**config.mk**
```make
export PLATFORM = sky130hd
export DESIGN_NAME = audio_specific_config_parser_flat
export DESIGN_NICKNAME = d
export VERILOG_FILES = /design/src/rtl/core/asc_pkg.sv /design/src/rtl/core/asc_ifs.sv /design/src/rtl/core/audio_specific_config_parser.sv /design/src/rtl/core/asc_front.sv /design/src/rtl/core/asc_job_queue.sv /design/src/rtl/core/asc_back.sv /design/src/flat_wrapper.sv
export SDC_FILE = /design/constraint.sdc
export NUM_CORES = 1
export LEC_CHECK = 0
export BUFFER_PORTS_ARGS = -buffer_cell sky130_fd_sc_hd__buf_4
export CORE_AREA = 2 2 252 254
export CTS_BUF_LIST = sky130_fd_sc_hd__clkbuf_4 sky130_fd_sc_hd__clkbuf_8
export DETAILED_ROUTE_END_ITERATION = 12
export DIE_AREA = 0 0 254 256
export GPL_TIMING_DRIVEN = 1
export PLACE_DENSITY = 0.67
export SYNTH_ARGS = -nofsm -noshare
export SYNTH_HDL_FRONTEND = slang
export SYNTH_SLANG_ARGS = --single-unit
export TNS_END_PERCENT = 5
```
**constraint.sdc**
```tcl
create_clock -name clk -period 7 [get_ports clk]
set_clock_uncertainty 0.1 [all_clocks]
set_input_delay 0.35 -clock clk [delete_from_list [all_inputs] [get_ports clk]]
set_output_delay 0.35 -clock clk [all_outputs]
set_load 0.01 [all_outputs]
```
**src/rtl/core/asc_pkg.sv**
```systemverilog
`timescale 1ns / 1ps
// Package of the configuration parser: widths, codes, parse phases and lookup functions.
// Depends on nothing; used by every other file of the block but the assertion macros header.
package asc_pkg;

  localparam int MAX_RECORD_BYTES_DEF = 64;

  // Field widths of the record bytes, the length register and the decoded result.
  localparam int DATA_W   = 8;
  localparam int LEN_W    = 7;
  localparam int OBJ_W    = 5;
  localparam int RATE_W   = 24;
  localparam int CHAN_W   = 4;
  localparam int SBR_W    = 2;
  localparam int DELAY_W  = 14;
  localparam int LAYER_W  = 3;
  localparam int SUBS_W   = 5;
  localparam int LLEN_W   = 11;
  localparam int RESIL_W  = 4;

  // Parser internals: bit position (a record is never read past bit 119),
  // field accumulator and remaining-bit counter.
  localparam int POS_W = 8;
  localparam int ACC_W = 24;
  localparam int CNT_W = 5;

  localparam logic [LEN_W-1:0] CFG_LEN_RESET = 7'd2;
  localparam logic [LEN_W-1:0] MIN_LEN       = 7'd2;

  localparam logic [3:0]  SFI_EXPLICIT = 4'hF;
  localparam logic [10:0] SYNC_WORD    = 11'h2b7;
  localparam logic [1:0]  EP_DIRECT    = 2'd3;

  localparam logic [SBR_W-1:0] SBR_UNKNOWN = 2'b11;
  localparam logic [SBR_W-1:0] SBR_YES     = 2'b01;
  localparam logic [SBR_W-1:0] SBR_BAD     = 2'b10;

  // Audio object types that steer the parse.
  localparam logic [OBJ_W-1:0] AOT_AAC_MAIN  = 5'd1;
  localparam logic [OBJ_W-1:0] AOT_AAC_LC    = 5'd2;
  localparam logic [OBJ_W-1:0] AOT_AAC_SSR   = 5'd3;
  localparam logic [OBJ_W-1:0] AOT_AAC_LTP   = 5'd4;
  localparam logic [OBJ_W-1:0] AOT_SBR       = 5'd5;
  localparam logic [OBJ_W-1:0] AOT_AAC_SCAL  = 5'd6;
  localparam logic [OBJ_W-1:0] AOT_TWINVQ    = 5'd7;
  localparam logic [OBJ_W-1:0] AOT_ER_LC     = 5'd17;
  localparam logic [OBJ_W-1:0] AOT_ER_LTP    = 5'd19;
  localparam logic [OBJ_W-1:0] AOT_ER_SCAL   = 5'd20;
  localparam logic [OBJ_W-1:0] AOT_ER_TWINVQ = 5'd21;
  localparam logic [OBJ_W-1:0] AOT_ER_BSAC   = 5'd22;
  localparam logic [OBJ_W-1:0] AOT_ER_LD     = 5'd23;
  localparam logic [OBJ_W-1:0] AOT_ER_PARAM  = 5'd27;

  typedef enum logic [4:0] {
    P_IDLE, P_OBJ, P_SFI, P_RATE, P_CHAN, P_XSFI, P_XRATE, P_OBJ2,
    P_GA_CHECK, P_FLEN, P_DELAY_FLAG, P_DELAY, P_EXT_FLAG, P_LAYER, P_GA_EXT,
    P_SUBS, P_LLEN, P_RESIL, P_FLAG3, P_EP_CHECK, P_EP, P_DM, P_SYNC_CHECK,
    P_SYNC, P_XOBJ, P_SBR, P_XSFI2, P_XRATE2, P_DONE
  } phase_t;

  // A complete record handed from the byte collector to the parser.
  typedef struct packed {
    logic             bank;
    logic [LEN_W-1:0] len;
  } job_t;

  // Parser tells the collector that a record bank may be refilled.
  typedef struct packed {
    logic valid;
    logic bank;
  } rel_t;

  function automatic logic [RATE_W-1:0] rate_lookup(input logic [3:0] idx);
    logic [RATE_W-1:0] r;
    unique case (idx)
      4'd0:    r = 24'd96000;
      4'd1:    r = 24'd88200;
      4'd2:    r = 24'd64000;
      4'd3:    r = 24'd48000;
      4'd4:    r = 24'd44100;
      4'd5:    r = 24'd32000;
      4'd6:    r = 24'd24000;
      4'd7:    r = 24'd22050;
      4'd8:    r = 24'd16000;
      4'd9:    r = 24'd12000;
      4'd10:   r = 24'd11025;
      4'd11:   r = 24'd8000;
      4'd12:   r = 24'd7350;
      default: r = '0;
    endcase
    return r;
  endfunction

  // Number of bits a phase reads; zero for the decision and control phases.
  function automatic logic [CNT_W-1:0] field_width(input phase_t ph);
    logic [CNT_W-1:0] w;
    unique case (ph)
      P_OBJ, P_OBJ2, P_SUBS, P_XOBJ:          w = 5'd5;
      P_SFI, P_CHAN, P_XSFI, P_XSFI2:         w = 5'd4;
      P_RATE, P_XRATE, P_XRATE2:              w = 5'd24;
      P_FLEN, P_DELAY_FLAG, P_EXT_FLAG:       w = 5'd1;
      P_FLAG3, P_SBR:                         w = 5'd1;
      P_DELAY:                                w = 5'd14;
      P_LAYER, P_RESIL:                       w = 5'd3;
      P_LLEN, P_SYNC:                         w = 5'd11;
      P_EP, P_DM:                             w = 5'd2;
      default:                                w = '0;
    endcase
    return w;
  endfunction

  function automatic logic has_ga_config(input logic [OBJ_W-1:0] t);
    return (t == AOT_AAC_MAIN) || (t == AOT_AAC_LC) || (t == AOT_AAC_SSR) ||
           (t == AOT_AAC_LTP) || (t == AOT_AAC_SCAL) || (t == AOT_TWINVQ) ||
           (t == AOT_ER_LC) || (t == AOT_ER_LTP) || (t == AOT_ER_SCAL) ||
           (t == AOT_ER_TWINVQ) || (t == AOT_ER_BSAC) || (t == AOT_ER_LD);
  endfunction

  function automatic logic has_ep_config(input logic [OBJ_W-1:0] t);
    return (t == AOT_ER_LC) || ((t >= AOT_ER_LTP) && (t <= AOT_ER_PARAM));
  endfunction

  function automatic logic has_resil_flags(input logic [OBJ_W-1:0] t);
    return (t == AOT_ER_LC) || (t == AOT_ER_LTP) || (t == AOT_ER_SCAL) ||
           (t == AOT_ER_LD);
  endfunction

endpackage

```
**src/rtl/core/asc_ifs.sv**
```systemverilog
`timescale 1ns / 1ps
// Stream interfaces of the configuration parser: record bytes in, decoded fields out.
// Depends on asc_pkg for the field widths.
interface asc_in_if;
  logic                        valid;
  logic                        ready;
  logic [asc_pkg::DATA_W-1:0]  data_byte;
  logic                        first_byte;

  modport source(output valid, output data_byte, output first_byte, input ready);
  modport sink(input valid, input data_byte, input first_byte, output ready);
endinterface

interface asc_out_if;
  logic                                valid;
  logic                                ready;
  logic [asc_pkg::OBJ_W-1:0]           object_type;
  logic [asc_pkg::RATE_W-1:0]          sample_rate;
  logic [asc_pkg::CHAN_W-1:0]          channel_setup;
  logic signed [asc_pkg::SBR_W-1:0]    sbr_present;
  logic [asc_pkg::RATE_W-1:0]          ext_sample_rate;
  logic [asc_pkg::OBJ_W-1:0]           ext_object_type;
  logic [asc_pkg::DELAY_W-1:0]         core_delay;
  logic [asc_pkg::LAYER_W-1:0]         layer_number;
  logic [asc_pkg::SUBS_W-1:0]          sub_frame_count;
  logic [asc_pkg::LLEN_W-1:0]          layer_len;
  logic [asc_pkg::RESIL_W-1:0]         resilience_bits;
  logic                                status;

  modport source(output valid, output object_type, output sample_rate,
                 output channel_setup, output sbr_present, output ext_sample_rate,
                 output ext_object_type, output core_delay, output layer_number,
                 output sub_frame_count, output layer_len, output resilience_bits,
                 output status, input ready);
  modport sink(input valid, input object_type, input sample_rate,
               input channel_setup, input sbr_present, input ext_sample_rate,
               input ext_object_type, input core_delay, input layer_number,
               input sub_frame_count, input layer_len, input resilience_bits,
               input status, output ready);
endinterface

```
**src/rtl/core/audio_specific_config_parser.sv**
```systemverilog
`timescale 1ns / 1ps
// Top level of the MPEG-4 audio-specific configuration parser.
// Depends on asc_pkg, asc_ifs, asc_front, asc_job_queue and asc_back.

// Record bytes are taken one per cycle, while the collector is ready, into one of
// two record banks; when the byte count reaches the configured length the record
// is queued and the parser decodes it while the collector fills the other bank.
// The parser reads one bit per cycle in its field phases and pauses at each
// decision point without reading; that bit loop sets the sustained rate for short
// records. The collector stalls only while both banks hold records not yet handed
// to the output register, and a decoded result waits in that register without
// holding up the next parse.
module audio_specific_config_parser #(
  parameter int MAX_RECORD_BYTES = asc_pkg::MAX_RECORD_BYTES_DEF
) (
  input  logic                       clk,
  input  logic                       rst,
  input  logic                       cfg_wr_en,
  input  logic [asc_pkg::LEN_W-1:0]  cfg_wr_data,
  asc_in_if.sink                     byte_stream,
  asc_out_if.source                  result
);
  import asc_pkg::*;

  localparam int IDX_W = $clog2(MAX_RECORD_BYTES);

  logic              push_valid;
  logic              push_ready;
  job_t              push_job;
  logic              pop_valid;
  logic              pop_ready;
  job_t              pop_job;
  rel_t              rel;
  logic [IDX_W:0]    rd_addr;
  logic [DATA_W-1:0] rd_data;

  asc_front #(
    .MAX_RECORD_BYTES (MAX_RECORD_BYTES),
    .IDX_W            (IDX_W)
  ) u_front (
    .clk         (clk),
    .rst         (rst),
    .cfg_wr_en   (cfg_wr_en),
    .cfg_wr_data (cfg_wr_data),
    .byte_stream (byte_stream),
    .job_valid   (push_valid),
    .job         (push_job),
    .job_ready   (push_ready),
    .rel         (rel),
    .rd_addr     (rd_addr),
    .rd_data     (rd_data)
  );

  asc_job_queue u_queue (
    .clk        (clk),
    .rst        (rst),
    .push_valid (push_valid),
    .push_job   (push_job),
    .push_ready (push_ready),
    .pop_valid  (pop_valid),
    .pop_job    (pop_job),
    .pop_ready  (pop_ready)
  );

  asc_back #(
    .MAX_RECORD_BYTES (MAX_RECORD_BYTES),
    .IDX_W            (IDX_W)
  ) u_back (
    .clk       (clk),
    .rst       (rst),
    .job_valid (pop_valid),
    .job       (pop_job),
    .job_pop   (pop_ready),
    .rd_addr   (rd_addr),
    .rd_data   (rd_data),
    .rel       (rel),
    .result    (result)
  );

endmodule

```
**src/rtl/core/asc_front.sv**
```systemverilog
`timescale 1ns / 1ps
// Byte collector: length register, two record banks in one memory, completion detect.
// Depends on asc_pkg and asc_in_if.
module asc_front #(
  parameter int MAX_RECORD_BYTES = asc_pkg::MAX_RECORD_BYTES_DEF,
  parameter int IDX_W            = $clog2(MAX_RECORD_BYTES)
) (
  input  logic                        clk,
  input  logic                        rst,
  input  logic                        cfg_wr_en,
  input  logic [asc_pkg::LEN_W-1:0]   cfg_wr_data,
  asc_in_if.sink                      byte_stream,
  output logic                        job_valid,
  output asc_pkg::job_t               job,
  input  logic                        job_ready,
  input  asc_pkg::rel_t               rel,
  input  logic [IDX_W:0]              rd_addr,
  output logic [asc_pkg::DATA_W-1:0]  rd_data
);
  import asc_pkg::*;

  localparam int CNT_BW = $clog2(MAX_RECORD_BYTES + 1);
  localparam int CMP_W  = LEN_W + 1;
  localparam int DEPTH  = 2 * MAX_RECORD_BYTES;
  localparam logic [CMP_W-1:0] MAX_LEN = CMP_W'(MAX_RECORD_BYTES);

  logic [LEN_W-1:0]  cfg_len;
  logic [LEN_W-1:0]  cap_len;
  logic [LEN_W-1:0]  eff_len;
  logic [CNT_BW-1:0] count;
  logic [CNT_BW-1:0] base;
  logic [CNT_BW-1:0] count_inc;
  logic              fill_bank;
  logic [1:0]        busy;
  logic              accept;
  logic              done;
  logic [DATA_W-1:0] mem [DEPTH];

  always_comb begin
    cap_len = ({1'b0, cfg_len} > MAX_LEN) ? MAX_LEN[LEN_W-1:0] : cfg_len;
    eff_len = (cap_len < MIN_LEN) ? MIN_LEN : cap_len;
  end

  assign byte_stream.ready = !busy[fill_bank] && job_ready;
  assign accept    = byte_stream.valid && byte_stream.ready;
  assign base      = byte_stream.first_byte ? '0 : count;
  assign count_inc = base + 1'b1;
  // A shortened length mid-record still ends the record on the next byte.
  assign done      = CMP_W'(count_inc) >= {1'b0, eff_len};

  assign job_valid = accept && done;
  assign job.bank  = fill_bank;
  assign job.len   = eff_len;

  always_ff @(posedge clk) begin
    if (rst) begin
      cfg_len <= CFG_LEN_RESET;
    end else if (cfg_wr_en) begin
      cfg_len <= cfg_wr_data;
    end
  end

  always_ff @(posedge clk) begin
    if (rst) begin
      count     <= '0;
      fill_bank <= 1'b0;
      busy      <= '0;
    end else begin
      if (rel.valid) begin
        busy[rel.bank] <= 1'b0;
      end
      if (accept) begin
        if (done) begin
          count           <= '0;
          busy[fill_bank] <= 1'b1;
          fill_bank       <= ~fill_bank;
        end else begin
          count <= count_inc;
        end
      end
    end
  end

  always_ff @(posedge clk) begin
    if (accept) begin
      mem[{fill_bank, base[IDX_W-1:0]}] <= byte_stream.data_byte;
    end
    rd_data <= mem[rd_addr];
  end

endmodule

```
**src/rtl/core/asc_job_queue.sv**
```systemverilog
`timescale 1ns / 1ps
// Two-entry queue of completed records between the byte collector and the parser.
// Depends on asc_pkg for the record descriptor.
module asc_job_queue (
  input  logic          clk,
  input  logic          rst,
  input  logic          push_valid,
  input  asc_pkg::job_t push_job,
  output logic          push_ready,
  output logic          pop_valid,
  output asc_pkg::job_t pop_job,
  input  logic          pop_ready
);
  import asc_pkg::*;

  job_t       slots [2];
  logic       wr_ptr;
  logic       rd_ptr;
  logic [1:0] used;
  logic       do_push;
  logic       do_pop;

  assign push_ready = (used != 2'd2);
  assign pop_valid  = (used != 2'd0);
  assign pop_job    = slots[rd_ptr];
  assign do_push    = push_valid && push_ready;
  assign do_pop     = pop_valid && pop_ready;

  always_ff @(posedge clk) begin
    if (rst) begin
      wr_ptr <= 1'b0;
      rd_ptr <= 1'b0;
      used   <= '0;
    end else begin
      if (do_push) begin
        wr_ptr <= ~wr_ptr;
      end
      if (do_pop) begin
        rd_ptr <= ~rd_ptr;
      end
      used <= used + {1'b0, do_push} - {1'b0, do_pop};
    end
  end

  always_ff @(posedge clk) begin
    if (do_push) begin
      slots[wr_ptr] <= push_job;
    end
  end

endmodule

```
**src/rtl/core/asc_back.sv**
```systemverilog
`timescale 1ns / 1ps
// Parser: walks a stored record one bit per cycle through the field phases and
// holds the decoded result in an output register. Depends on asc_pkg and asc_out_if.
module asc_back #(
  parameter int MAX_RECORD_BYTES = asc_pkg::MAX_RECORD_BYTES_DEF,
  parameter int IDX_W            = $clog2(MAX_RECORD_BYTES)
) (
  input  logic                        clk,
  input  logic                        rst,
  input  logic                        job_valid,
  input  asc_pkg::job_t               job,
  output logic                        job_pop,
  output logic [IDX_W:0]              rd_addr,
  input  logic [asc_pkg::DATA_W-1:0]  rd_data,
  output asc_pkg::rel_t               rel,
  asc_out_if.source                   result
);
  import asc_pkg::*;

  localparam int RB_W = LEN_W + 3;
  localparam int PW_W = POS_W + IDX_W;

  phase_t             phase, phase_next;
  logic [POS_W-1:0]   bitpos, bitpos_next;
  logic [ACC_W-1:0]   acc, acc_next;
  logic [CNT_W-1:0]   bits_left, bits_left_next;
  logic               bank, bank_next;
  logic [LEN_W-1:0]   len, len_next;

  logic [OBJ_W-1:0]   obj, obj_next;
  logic [RATE_W-1:0]  rate, rate_next;
  logic [CHAN_W-1:0]  chan, chan_next;
  logic [SBR_W-1:0]   sbr, sbr_next;
  logic [RATE_W-1:0]  ext_rate, ext_rate_next;
  logic [OBJ_W-1:0]   ext_obj, ext_obj_next;
  logic [DELAY_W-1:0] delay, delay_next;
  logic [LAYER_W-1:0] layer, layer_next;
  logic [SUBS_W-1:0]  subs, subs_next;
  logic [LLEN_W-1:0]  llen, llen_next;
  logic [RESIL_W-1:0] resil, resil_next;
  logic               trunc, trunc_next;
  logic               ext_flag, ext_flag_next;

  logic               out_valid;
  logic               out_load;
  logic [CNT_W-1:0]   fw;
  logic               reading;
  logic               last;
  logic               in_range;
  logic               cur_bit;
  logic [ACC_W-1:0]   value;
  logic               sync_room;
  logic [PW_W-1:0]    pos_wide;

  assign fw       = field_width(phase);
  assign reading  = (fw != '0);
  assign last     = reading && (bits_left == CNT_W'(1));
  // Bits beyond the record read as zero and mark the result as truncated.
  assign in_range = RB_W'(bitpos) < {len, 3'b000};
  assign cur_bit  = in_range && rd_data[~bitpos[2:0]];
  assign value    = {acc[ACC_W-2:0], cur_bit};
  // The sync extension needs two whole bytes from the one holding the next bit.
  assign sync_room = ({3'b000, bitpos[POS_W-1:3]} + 8'd2) <= {1'b0, len};
  assign out_load  = (phase == P_DONE) && (!out_valid || result.ready);

  always_comb begin : next_phase
    phase_next = phase;
    unique case (phase)
      P_IDLE:       if (job_valid) phase_next = P_OBJ;
      P_OBJ:        if (last) phase_next = P_SFI;
      P_SFI:        if (last) phase_next = (value[3:0] == SFI_EXPLICIT) ? P_RATE : P_CHAN;
      P_RATE:       if (last) phase_next = P_CHAN;
      P_CHAN:       if (last) phase_next = (obj == AOT_SBR) ? P_XSFI : P_GA_CHECK;
      P_XSFI:       if (last) phase_next = (value[3:0] == SFI_EXPLICIT) ? P_XRATE : P_OBJ2;
      P_XRATE:      if (last) phase_next = P_OBJ2;
      P_OBJ2:       if (last) phase_next = P_GA_CHECK;
      P_GA_CHECK:   phase_next = has_ga_config(obj) ? P_FLEN : P_EP_CHECK;
      P_FLEN:       if (last) phase_next = P_DELAY_FLAG;
      P_DELAY_FLAG: if (last) phase_next = value[0] ? P_DELAY : P_EXT_FLAG;
      P_DELAY:      if (last) phase_next = P_EXT_FLAG;
      P_EXT_FLAG: begin
        if (last) begin
          phase_next = ((obj == AOT_AAC_SCAL) || (obj == AOT_ER_SCAL)) ? P_LAYER : P_GA_EXT;
        end
      end
      P_LAYER:      if (last) phase_next = P_GA_EXT;
      P_GA_EXT: begin
        if (!ext_flag) begin
          phase_next = P_EP_CHECK;
        end else if (obj == AOT_ER_BSAC) begin
          phase_next = P_SUBS;
        end else begin
          phase_next = has_resil_flags(obj) ? P_RESIL : P_FLAG3;
        end
      end
      P_SUBS:       if (last) phase_next = P_LLEN;
      P_LLEN:       if (last) phase_next = has_resil_flags(obj) ? P_RESIL : P_FLAG3;
      P_RESIL:      if (last) phase_next = P_FLAG3;
      P_FLAG3:      if (last) phase_next = P_EP_CHECK;
      P_EP_CHECK:   phase_next = has_ep_config(obj) ? P_EP : P_SYNC_CHECK;
      P_EP:         if (last) phase_next = (value[1:0] == EP_DIRECT) ? P_DM : P_SYNC_CHECK;
      P_DM:         if (last) phase_next = P_SYNC_CHECK;
      P_SYNC_CHECK: phase_next = ((ext_obj != AOT_SBR) && sync_room) ? P_SYNC : P_DONE;
      P_SYNC:       if (last) phase_next = (value[10:0] == SYNC_WORD) ? P_XOBJ : P_DONE;
      P_XOBJ:       if (last) phase_next = (value[4:0] == AOT_SBR) ? P_SBR : P_DONE;
      P_SBR:        if (last) phase_next = value[0] ? P_XSFI2 : P_DONE;
      P_XSFI2:      if (last) phase_next = (value[3:0] == SFI_EXPLICIT) ? P_XRATE2 : P_DONE;
      P_XRATE2:     if (last) phase_next = P_DONE;
      P_DONE:       if (out_load) phase_next = P_IDLE;
      default:      phase_next = P_IDLE;
    endcase
  end

  always_comb begin : datapath
    bitpos_next    = bitpos;
    acc_next       = acc;
    bits_left_next = bits_left;
    bank_next      = bank;
    len_next       = len;
    obj_next       = obj;
    rate_next      = rate;
    chan_next      = chan;
    sbr_next       = sbr;
    ext_rate_next  = ext_rate;
    ext_obj_next   = ext_obj;
    delay_next     = delay;
    layer_next     = layer;
    subs_next      = subs;
    llen_next      = llen;
    resil_next     = resil;
    trunc_next     = trunc;
    ext_flag_next  = ext_flag;
    job_pop        = 1'b0;
    rel.valid      = 1'b0;
    rel.bank       = bank;

    if (reading) begin
      bitpos_next = bitpos + 1'b1;
      if (!in_range) begin
        trunc_next = 1'b1;
      end
      if (last) begin
        acc_next = '0;
      end else begin
        acc_next       = value;
        bits_left_next = bits_left - 1'b1;
      end
    end
    if (phase_next != phase) begin
      bits_left_next = field_width(phase_next);
    end

    unique case (phase)
      P_IDLE: begin
        if (job_valid) begin
          job_pop       = 1'b1;
          bank_next     = job.bank;
          len_next      = job.len;
          bitpos_next   = '0;
          acc_next      = '0;
          obj_next      = '0;
          rate_next     = '0;
          chan_next     = '0;
          sbr_next      = SBR_UNKNOWN;
          ext_rate_next = '0;
          ext_obj_next  = '0;
          delay_next    = '0;
          layer_next    = '0;
          subs_next     = '0;
          llen_next     = '0;
          resil_next    = '0;
          trunc_next    = 1'b0;
          ext_flag_next = 1'b0;
        end
      end
      P_OBJ, P_OBJ2: if (last) obj_next = value[OBJ_W-1:0];
      P_SFI: begin
        if (last && (value[3:0] != SFI_EXPLICIT)) rate_next = rate_lookup(value[3:0]);
      end
      P_RATE: if (last) rate_next = value[RATE_W-1:0];
      P_CHAN: begin
        if (last) begin
          chan_next = value[CHAN_W-1:0];
          if (obj == AOT_SBR) begin
            ext_obj_next = AOT_SBR;
            sbr_next     = SBR_YES;
          end
        end
      end
      P_XSFI, P_XSFI2: begin
        if (last && (value[3:0] != SFI_EXPLICIT)) ext_rate_next = rate_lookup(value[3:0]);
      end
      P_XRATE, P_XRATE2: if (last) ext_rate_next = value[RATE_W-1:0];
      P_DELAY:    if (last) delay_next = value[DELAY_W-1:0];
      P_EXT_FLAG: if (last) ext_flag_next = value[0];
      P_LAYER:    if (last) layer_next = value[LAYER_W-1:0];
      P_SUBS:     if (last) subs_next = value[SUBS_W-1:0];
      P_LLEN:     if (last) llen_next = value[LLEN_W-1:0];
      P_RESIL:    if (last) resil_next = {value[2:0], 1'b0};
      P_FLAG3:    if (last) resil_next = {resil[RESIL_W-1:1], value[0]};
      P_XOBJ:     if (last) ext_obj_next = value[OBJ_W-1:0];
      P_SBR:      if (last) sbr_next = {1'b0, value[0]};
      P_DONE:     rel.valid = out_load;
      default: begin
      end
    endcase
  end

  // Byte of the next bit is addressed from bitpos_next, so the data is ready on use.
  assign pos_wide = PW_W'(bitpos_next);
  assign rd_addr  = {bank_next, pos_wide[3 +: IDX_W]};

  always_ff @(posedge clk) begin
    if (rst) begin
      phase     <= P_IDLE;
      out_valid <= 1'b0;
    end else begin
      phase <= phase_next;
      if (out_load) begin
        out_valid <= 1'b1;
      end else if (result.ready) begin
        out_valid <= 1'b0;
      end
    end
  end

  always_ff @(posedge clk) begin
    bitpos    <= bitpos_next;
    acc       <= acc_next;
    bits_left <= bits_left_next;
    bank      <= bank_next;
    len       <= len_next;
    obj       <= obj_next;
    rate      <= rate_next;
    chan      <= chan_next;
    sbr       <= sbr_next;
    ext_rate  <= ext_rate_next;
    ext_obj   <= ext_obj_next;
    delay     <= delay_next;
    layer     <= layer_next;
    subs      <= subs_next;
    llen      <= llen_next;
    resil     <= resil_next;
    trunc     <= trunc_next;
    ext_flag  <= ext_flag_next;
  end

  always_ff @(posedge clk) begin
    if (out_load) begin
      result.object_type     <= obj;
      result.sample_rate     <= rate;
      result.channel_setup   <= chan;
      result.sbr_present     <= sbr;
      result.ext_sample_rate <= ext_rate;
      result.ext_object_type <= ext_obj;
      result.core_delay      <= delay;
      result.layer_number    <= layer;
      result.sub_frame_count <= subs;
      result.layer_len       <= llen;
      result.resilience_bits <= resil;
      result.status          <= trunc;
    end
  end

  assign result.valid = out_valid;

endmodule

```
**src/flat_wrapper.sv**
```systemverilog
// flat-port wrapper written by rule: the top's interface ports become plain ports
module audio_specific_config_parser_flat import asc_pkg::*;
#(
  parameter int MAX_RECORD_BYTES = asc_pkg::MAX_RECORD_BYTES_DEF
)
  (clk, rst, cfg_wr_en, cfg_wr_data, byte_stream_valid, byte_stream_data_byte, byte_stream_first_byte, byte_stream_ready, result_valid, result_object_type, result_sample_rate, result_channel_setup, result_sbr_present, result_ext_sample_rate, result_ext_object_type, result_core_delay, result_layer_number, result_sub_frame_count, result_layer_len, result_resilience_bits, result_status, result_ready);
  asc_in_if byte_stream_i ();
  asc_out_if result_i ();
  input  logic clk;
  input  logic rst;
  input  logic cfg_wr_en;
  input  logic [asc_pkg::LEN_W-1:0] cfg_wr_data;
  input wire logic [$bits(byte_stream_i.valid)-1:0] byte_stream_valid;
  input wire logic [$bits(byte_stream_i.data_byte)-1:0] byte_stream_data_byte;
  input wire logic [$bits(byte_stream_i.first_byte)-1:0] byte_stream_first_byte;
  output wire logic [$bits(byte_stream_i.ready)-1:0] byte_stream_ready;
  output wire logic [$bits(result_i.valid)-1:0] result_valid;
  output wire logic [$bits(result_i.object_type)-1:0] result_object_type;
  output wire logic [$bits(result_i.sample_rate)-1:0] result_sample_rate;
  output wire logic [$bits(result_i.channel_setup)-1:0] result_channel_setup;
  output wire logic [$bits(result_i.sbr_present)-1:0] result_sbr_present;
  output wire logic [$bits(result_i.ext_sample_rate)-1:0] result_ext_sample_rate;
  output wire logic [$bits(result_i.ext_object_type)-1:0] result_ext_object_type;
  output wire logic [$bits(result_i.core_delay)-1:0] result_core_delay;
  output wire logic [$bits(result_i.layer_number)-1:0] result_layer_number;
  output wire logic [$bits(result_i.sub_frame_count)-1:0] result_sub_frame_count;
  output wire logic [$bits(result_i.layer_len)-1:0] result_layer_len;
  output wire logic [$bits(result_i.resilience_bits)-1:0] result_resilience_bits;
  output wire logic [$bits(result_i.status)-1:0] result_status;
  input wire logic [$bits(result_i.ready)-1:0] result_ready;
  assign byte_stream_i.valid = byte_stream_valid;
  assign byte_stream_i.data_byte = byte_stream_data_byte;
  assign byte_stream_i.first_byte = byte_stream_first_byte;
  assign byte_stream_ready = byte_stream_i.ready;
  assign result_valid = result_i.valid;
  assign result_object_type = result_i.object_type;
  assign result_sample_rate = result_i.sample_rate;
  assign result_channel_setup = result_i.channel_setup;
  assign result_sbr_present = result_i.sbr_present;
  assign result_ext_sample_rate = result_i.ext_sample_rate;
  assign result_ext_object_type = result_i.ext_object_type;
  assign result_core_delay = result_i.core_delay;
  assign result_layer_number = result_i.layer_number;
  assign result_sub_frame_count = result_i.sub_frame_count;
  assign result_layer_len = result_i.layer_len;
  assign result_resilience_bits = result_i.resilience_bits;
  assign result_status = result_i.status;
  assign result_i.ready = result_ready;
  audio_specific_config_parser #(.MAX_RECORD_BYTES(MAX_RECORD_BYTES)) u_core (.clk(clk), .rst(rst), .cfg_wr_en(cfg_wr_en), .cfg_wr_data(cfg_wr_data), .byte_stream(byte_stream_i), .result(result_i));
endmodule
```
==> results.sh <==
export IMPL_status="completed"
export IMPL_cts_root_buf="clkbuf_8"
export IMPL_final_net_count=2697
export IMPL_core_area_um2=62400
export IMPL_hpwl_um=54300
export IMPL_synthToLayoutAreaGrowth_pct=13.3
export IMPL_clkPwrFrac_pct=33.6
export IMPL_rrSetupSlack_ns=0.96
export IMPL_grt_max_degree=73
export IMPL_grt_pass1_vias=21281
export IMPL_clkTransAtPathRegs_ns=0.06
export IMPL_reg2regPathDepth=17
export IMPL_synth_xor_area_share_pct=0.795
export IMPL_dr_pass1_iters=6
export IMPL_antenna_left=0
export IMPL_dpl_cell_count=3322
export IMPL_async_reset_ff_share_pct=0
export IMPL_grt_pass1_wl_um=130000
export IMPL_p_int_w=0.00865
export IMPL_routed_wirelength_um=87500
export IMPL_hold_class="input port to register"
export IMPL_die_w_um=254
export IMPL_fillCellCount=4829
export IMPL_yosysTopAreaCell="edfxtp_1"
export IMPL_synth_simple_area_share_pct=12.1
export IMPL_insertion_delay_ns=0.80
export IMPL_viasPerCell=6.10
export IMPL_worstPathRequired_ns=7.58
export IMPL_numCtsBuffers=132
export IMPL_syn_nets=2523
export IMPL_synthTopCellsByCount="744 x edfxtp_1, 328 x nand2_1, 170 x nor2_1, 106 x and3_1, 96 x a21oi_1"
export IMPL_drive_gt1_share_pct=15.7
export IMPL_fin_setup_tns_ns=0
export IMPL_tightestPinTransition_ns=1.19
export IMPL_end_kind="register"
export IMPL_cts_post_setup_buffers_inserted=0
export IMPL_vias=21824
export IMPL_pre_cts_ws_ns=0.976
export IMPL_crit_fanout=21
export IMPL_diodes=0
export IMPL_p_comb_share_pct=16.1
export IMPL_synth_compound_area_share_pct=8.90
export IMPL_synth_top_area_share_pct=66.0
export IMPL_stdcell_count=3576
export IMPL_gr_total_overflow=0
export IMPL_netlist_area_um2=33800
export IMPL_dieHeight_um=256
export IMPL_rows=92
export IMPL_worst_slack_ns=0.962
export IMPL_dieArea_um2=65000
export IMPL_muxShareOfSynthArea_pct=3.71
export IMPL_fin_crit_sh_pct=86.3
export IMPL_synth_edf_count=744
export IMPL_hp_start="byte_stream_data_byte[3]"
export IMPL_start_kind="register"
export IMPL_p_leak_nw=13.7
export IMPL_rsz0062_at_grt="false"
export IMPL_tritoncts="built"
export IMPL_ys_types=96
export IMPL_synthAdderAreaFrac_pct=1.55
export IMPL_min_to="u_core.u_front.mem[24][3]"
export IMPL_placedInstanceArea_um2=35500
export IMPL_avgSynthCellArea_um2=13.7
export IMPL_ys_warnings_count=0
export IMPL_postSynthCellCount=2461
export IMPL_htreeDepth=4
export IMPL_p_sw_share_pct=28.5
export IMPL_synth_ff_latch_count=818
export IMPL_peakVddDrop_uv=216
export IMPL_io_pins=125
export IMPL_min_period_ns=6.04
export IMPL_gr_usage_all_layers_pct=27.0
export IMPL_finalHoldWorstSlack_ns=0.0405
export IMPL_drv_cap=0
export IMPL_setup_viol=0
export IMPL_clock_path_buffers=3
export IMPL_antenna_found_initial=0
export IMPL_final_hold_viol_count=0
export IMPL_synth_top_family_by_area="simple AND/OR/NAND/NOR gates"
export IMPL_wire_per_inst_um=24.5
export IMPL_holdPathStages=1
export IMPL_reg2reg_to="u_core.u_back.fw[0]"
export IMPL_worstPathArrival_ns=6.62
export IMPL_max_freq_ghz=0.166
export IMPL_synth_area_leaders="edfxtp_1 66%, dfxtp_1 4.4%, nand2_1 3.6%"
export IMPL_p_sw_w=0.00345
export IMPL_io_buffers=124
export IMPL_fin_area_um2=38300
export IMPL_relSlewSlack_pct=20.9
export IMPL_pwr_density_cell_nw_per_um2=316
export IMPL_slew_viol_final=0
export IMPL_gp_congestion=0.950
export IMPL_drc_errors=0
export IMPL_cts_sinks=818
export IMPL_seqPwrFrac_pct=50.3
export IMPL_yosysMostFrequentCell="edfxtp_1"
export IMPL_r2r_start="u_core.u_back.bitpos[4]"
export IMPL_path_class="register to register"
export IMPL_initial_core_util_pct=54.2
export IMPL_synth_flop_cell="edfxtp_1"
export IMPL_ys_seq_area_share_pct=70.4
export IMPL_drtIter0Drc=2244
## critical path, stage by stage, from the launching register on
cell and delay [ns]:
dfxtp_1 0.50, inv_1 0.13, ha_1 0.34, nor2_1 0.11, o31ai_1 0.07, a2111oi_0 0.71
or2_2 0.59, inv_1 0.26, ha_1 0.36, and3_1 0.25, a221oi_1 0.31, o211ai_1 0.21
nor4_4 0.66, nor2_1 0.22, ha_1 0.31, and2_1 0.18, o311a_1 0.34, a311o_1 0.28
## layout make-up
cell class / instances / area [µm²] / share of cell area [%]
Clock buffer: 185 / 2250 / 5.86
Tap cell: 846 / 1060 / 2.76
Multi-Input combinational cell: 1455 / 9200 / 24.0
Inverter: 42 / 163 / 0.425
Timing Repair Buffer: 186 / 1500 / 3.91
Clock inverter: 44 / 329 / 0.859
Sequential cell: 818 / 23800 / 62.2
## logic make-up after synthesis
kind of cell,count (synthesis)
AO/OA/AOI/OAI,438
XOR/XNOR,29
adder cells (fa/ha/maj),42
buffers and inverters,188
flip-flops,818
multiplexers,84
AND/OR/NAND/NOR,862
## power by group through the flow
stage                     clock network, W  registers, W  logic, W
after global placement                   0       0.00617   0.00187
after floorplan                          0       0.00607   0.00128
after global routing               0.00432       0.00612   0.00210
after CTS                          0.00412       0.00609   0.00193
final                              0.00406       0.00608   0.00195
after detailed placement                 0       0.00619   0.00191
## state kept, by name, indices dropped and copies added (netlist names), 8 cells and up, named ones only
signal and flops:
u_core.u_back.delay 14, u_core.u_back.result.core_delay 14, u_core.u_back.result.sample_rate 24, u_core.u_back.ext_rate 24, u_core.u_back.llen 11, u_core.u_back.result.layer_len 11, u_core.u_back.result.ext_sample_rate 24, u_core.u_back.bitpos 8
u_core.u_front.mem 512, u_core.u_front.rd_data 8, u_core.u_back.rate 24, u_core.u_queue.slots 16, u_core.u_back.acc 23
## per-layer routing
metal	vias to the layer above	global-route usage (%)	wire [µm]
li1	9706	-	-
met1	10721	34.3	33700
met2	1147	44.0	42500
met3	250	4.94	6950
met4	0	14.7	4340
met5	-	0	0
## worst max path at each step
stage	slack [ns]	to	startpoint
after CTS	0.96	u_core.u_back.fw[0]	u_core.u_back.bitpos[4]
final	0.96	u_core.u_back.fw[0]	u_core.u_back.bitpos[4]
after detailed placement	0.98	u_core.u_back.fw[0]	u_core.u_back.bitpos[4]
after floorplan	2.15	u_core.u_back.ext_rate[0]	u_core.u_back.bitpos[4]
after global routing	0.56	u_core.u_back.fw[0]	u_core.u_back.bitpos[4]
after global placement	1.17	u_core.u_back.fw[0]	u_core.u_back.bitpos[4]
## per-stage QoR
step                      util (%)  total power (W)
final                         61.4           0.0121
after global routing          61.4           0.0125
after CTS                     61.4           0.0121
after detailed placement      56.9          0.00810
after global placement        56.9          0.00804
after floorplan                  -          0.00735
## timing repair
item	in CTS	in global routing
hold buffers	25	0
endpoints found under the hold margin	27	0
gates resized for setup	0	0
## cell usage in the layout, fill, tap and decap left out, drive strengths merged, types with 7 or more instances in the layout
master,count
nor3,39
xnor2,18
dfxtp,74
a22o,20
ha,41
nor3b,8
mux2,8
a211oi,72
edfxtp,744
a32oi,11
mux2i,47
buf,161
or2,7
o21ai,64
nor2,172
or3,8
a31oi,51
nor4,15
dlygate4sd3,25
inv,42
nor2b,20
a2111oi,11
nand2,330
a22oi,10
and3,106
clkbuf,185
o22ai,21
clkinv,35
xor2,11
nand4,10
nand2b,25
mux4,29
o211ai,9
nand3,76
a21o,12
a21oi,97
and2,25
or4,7
Power figures use the tool's default switching activity.
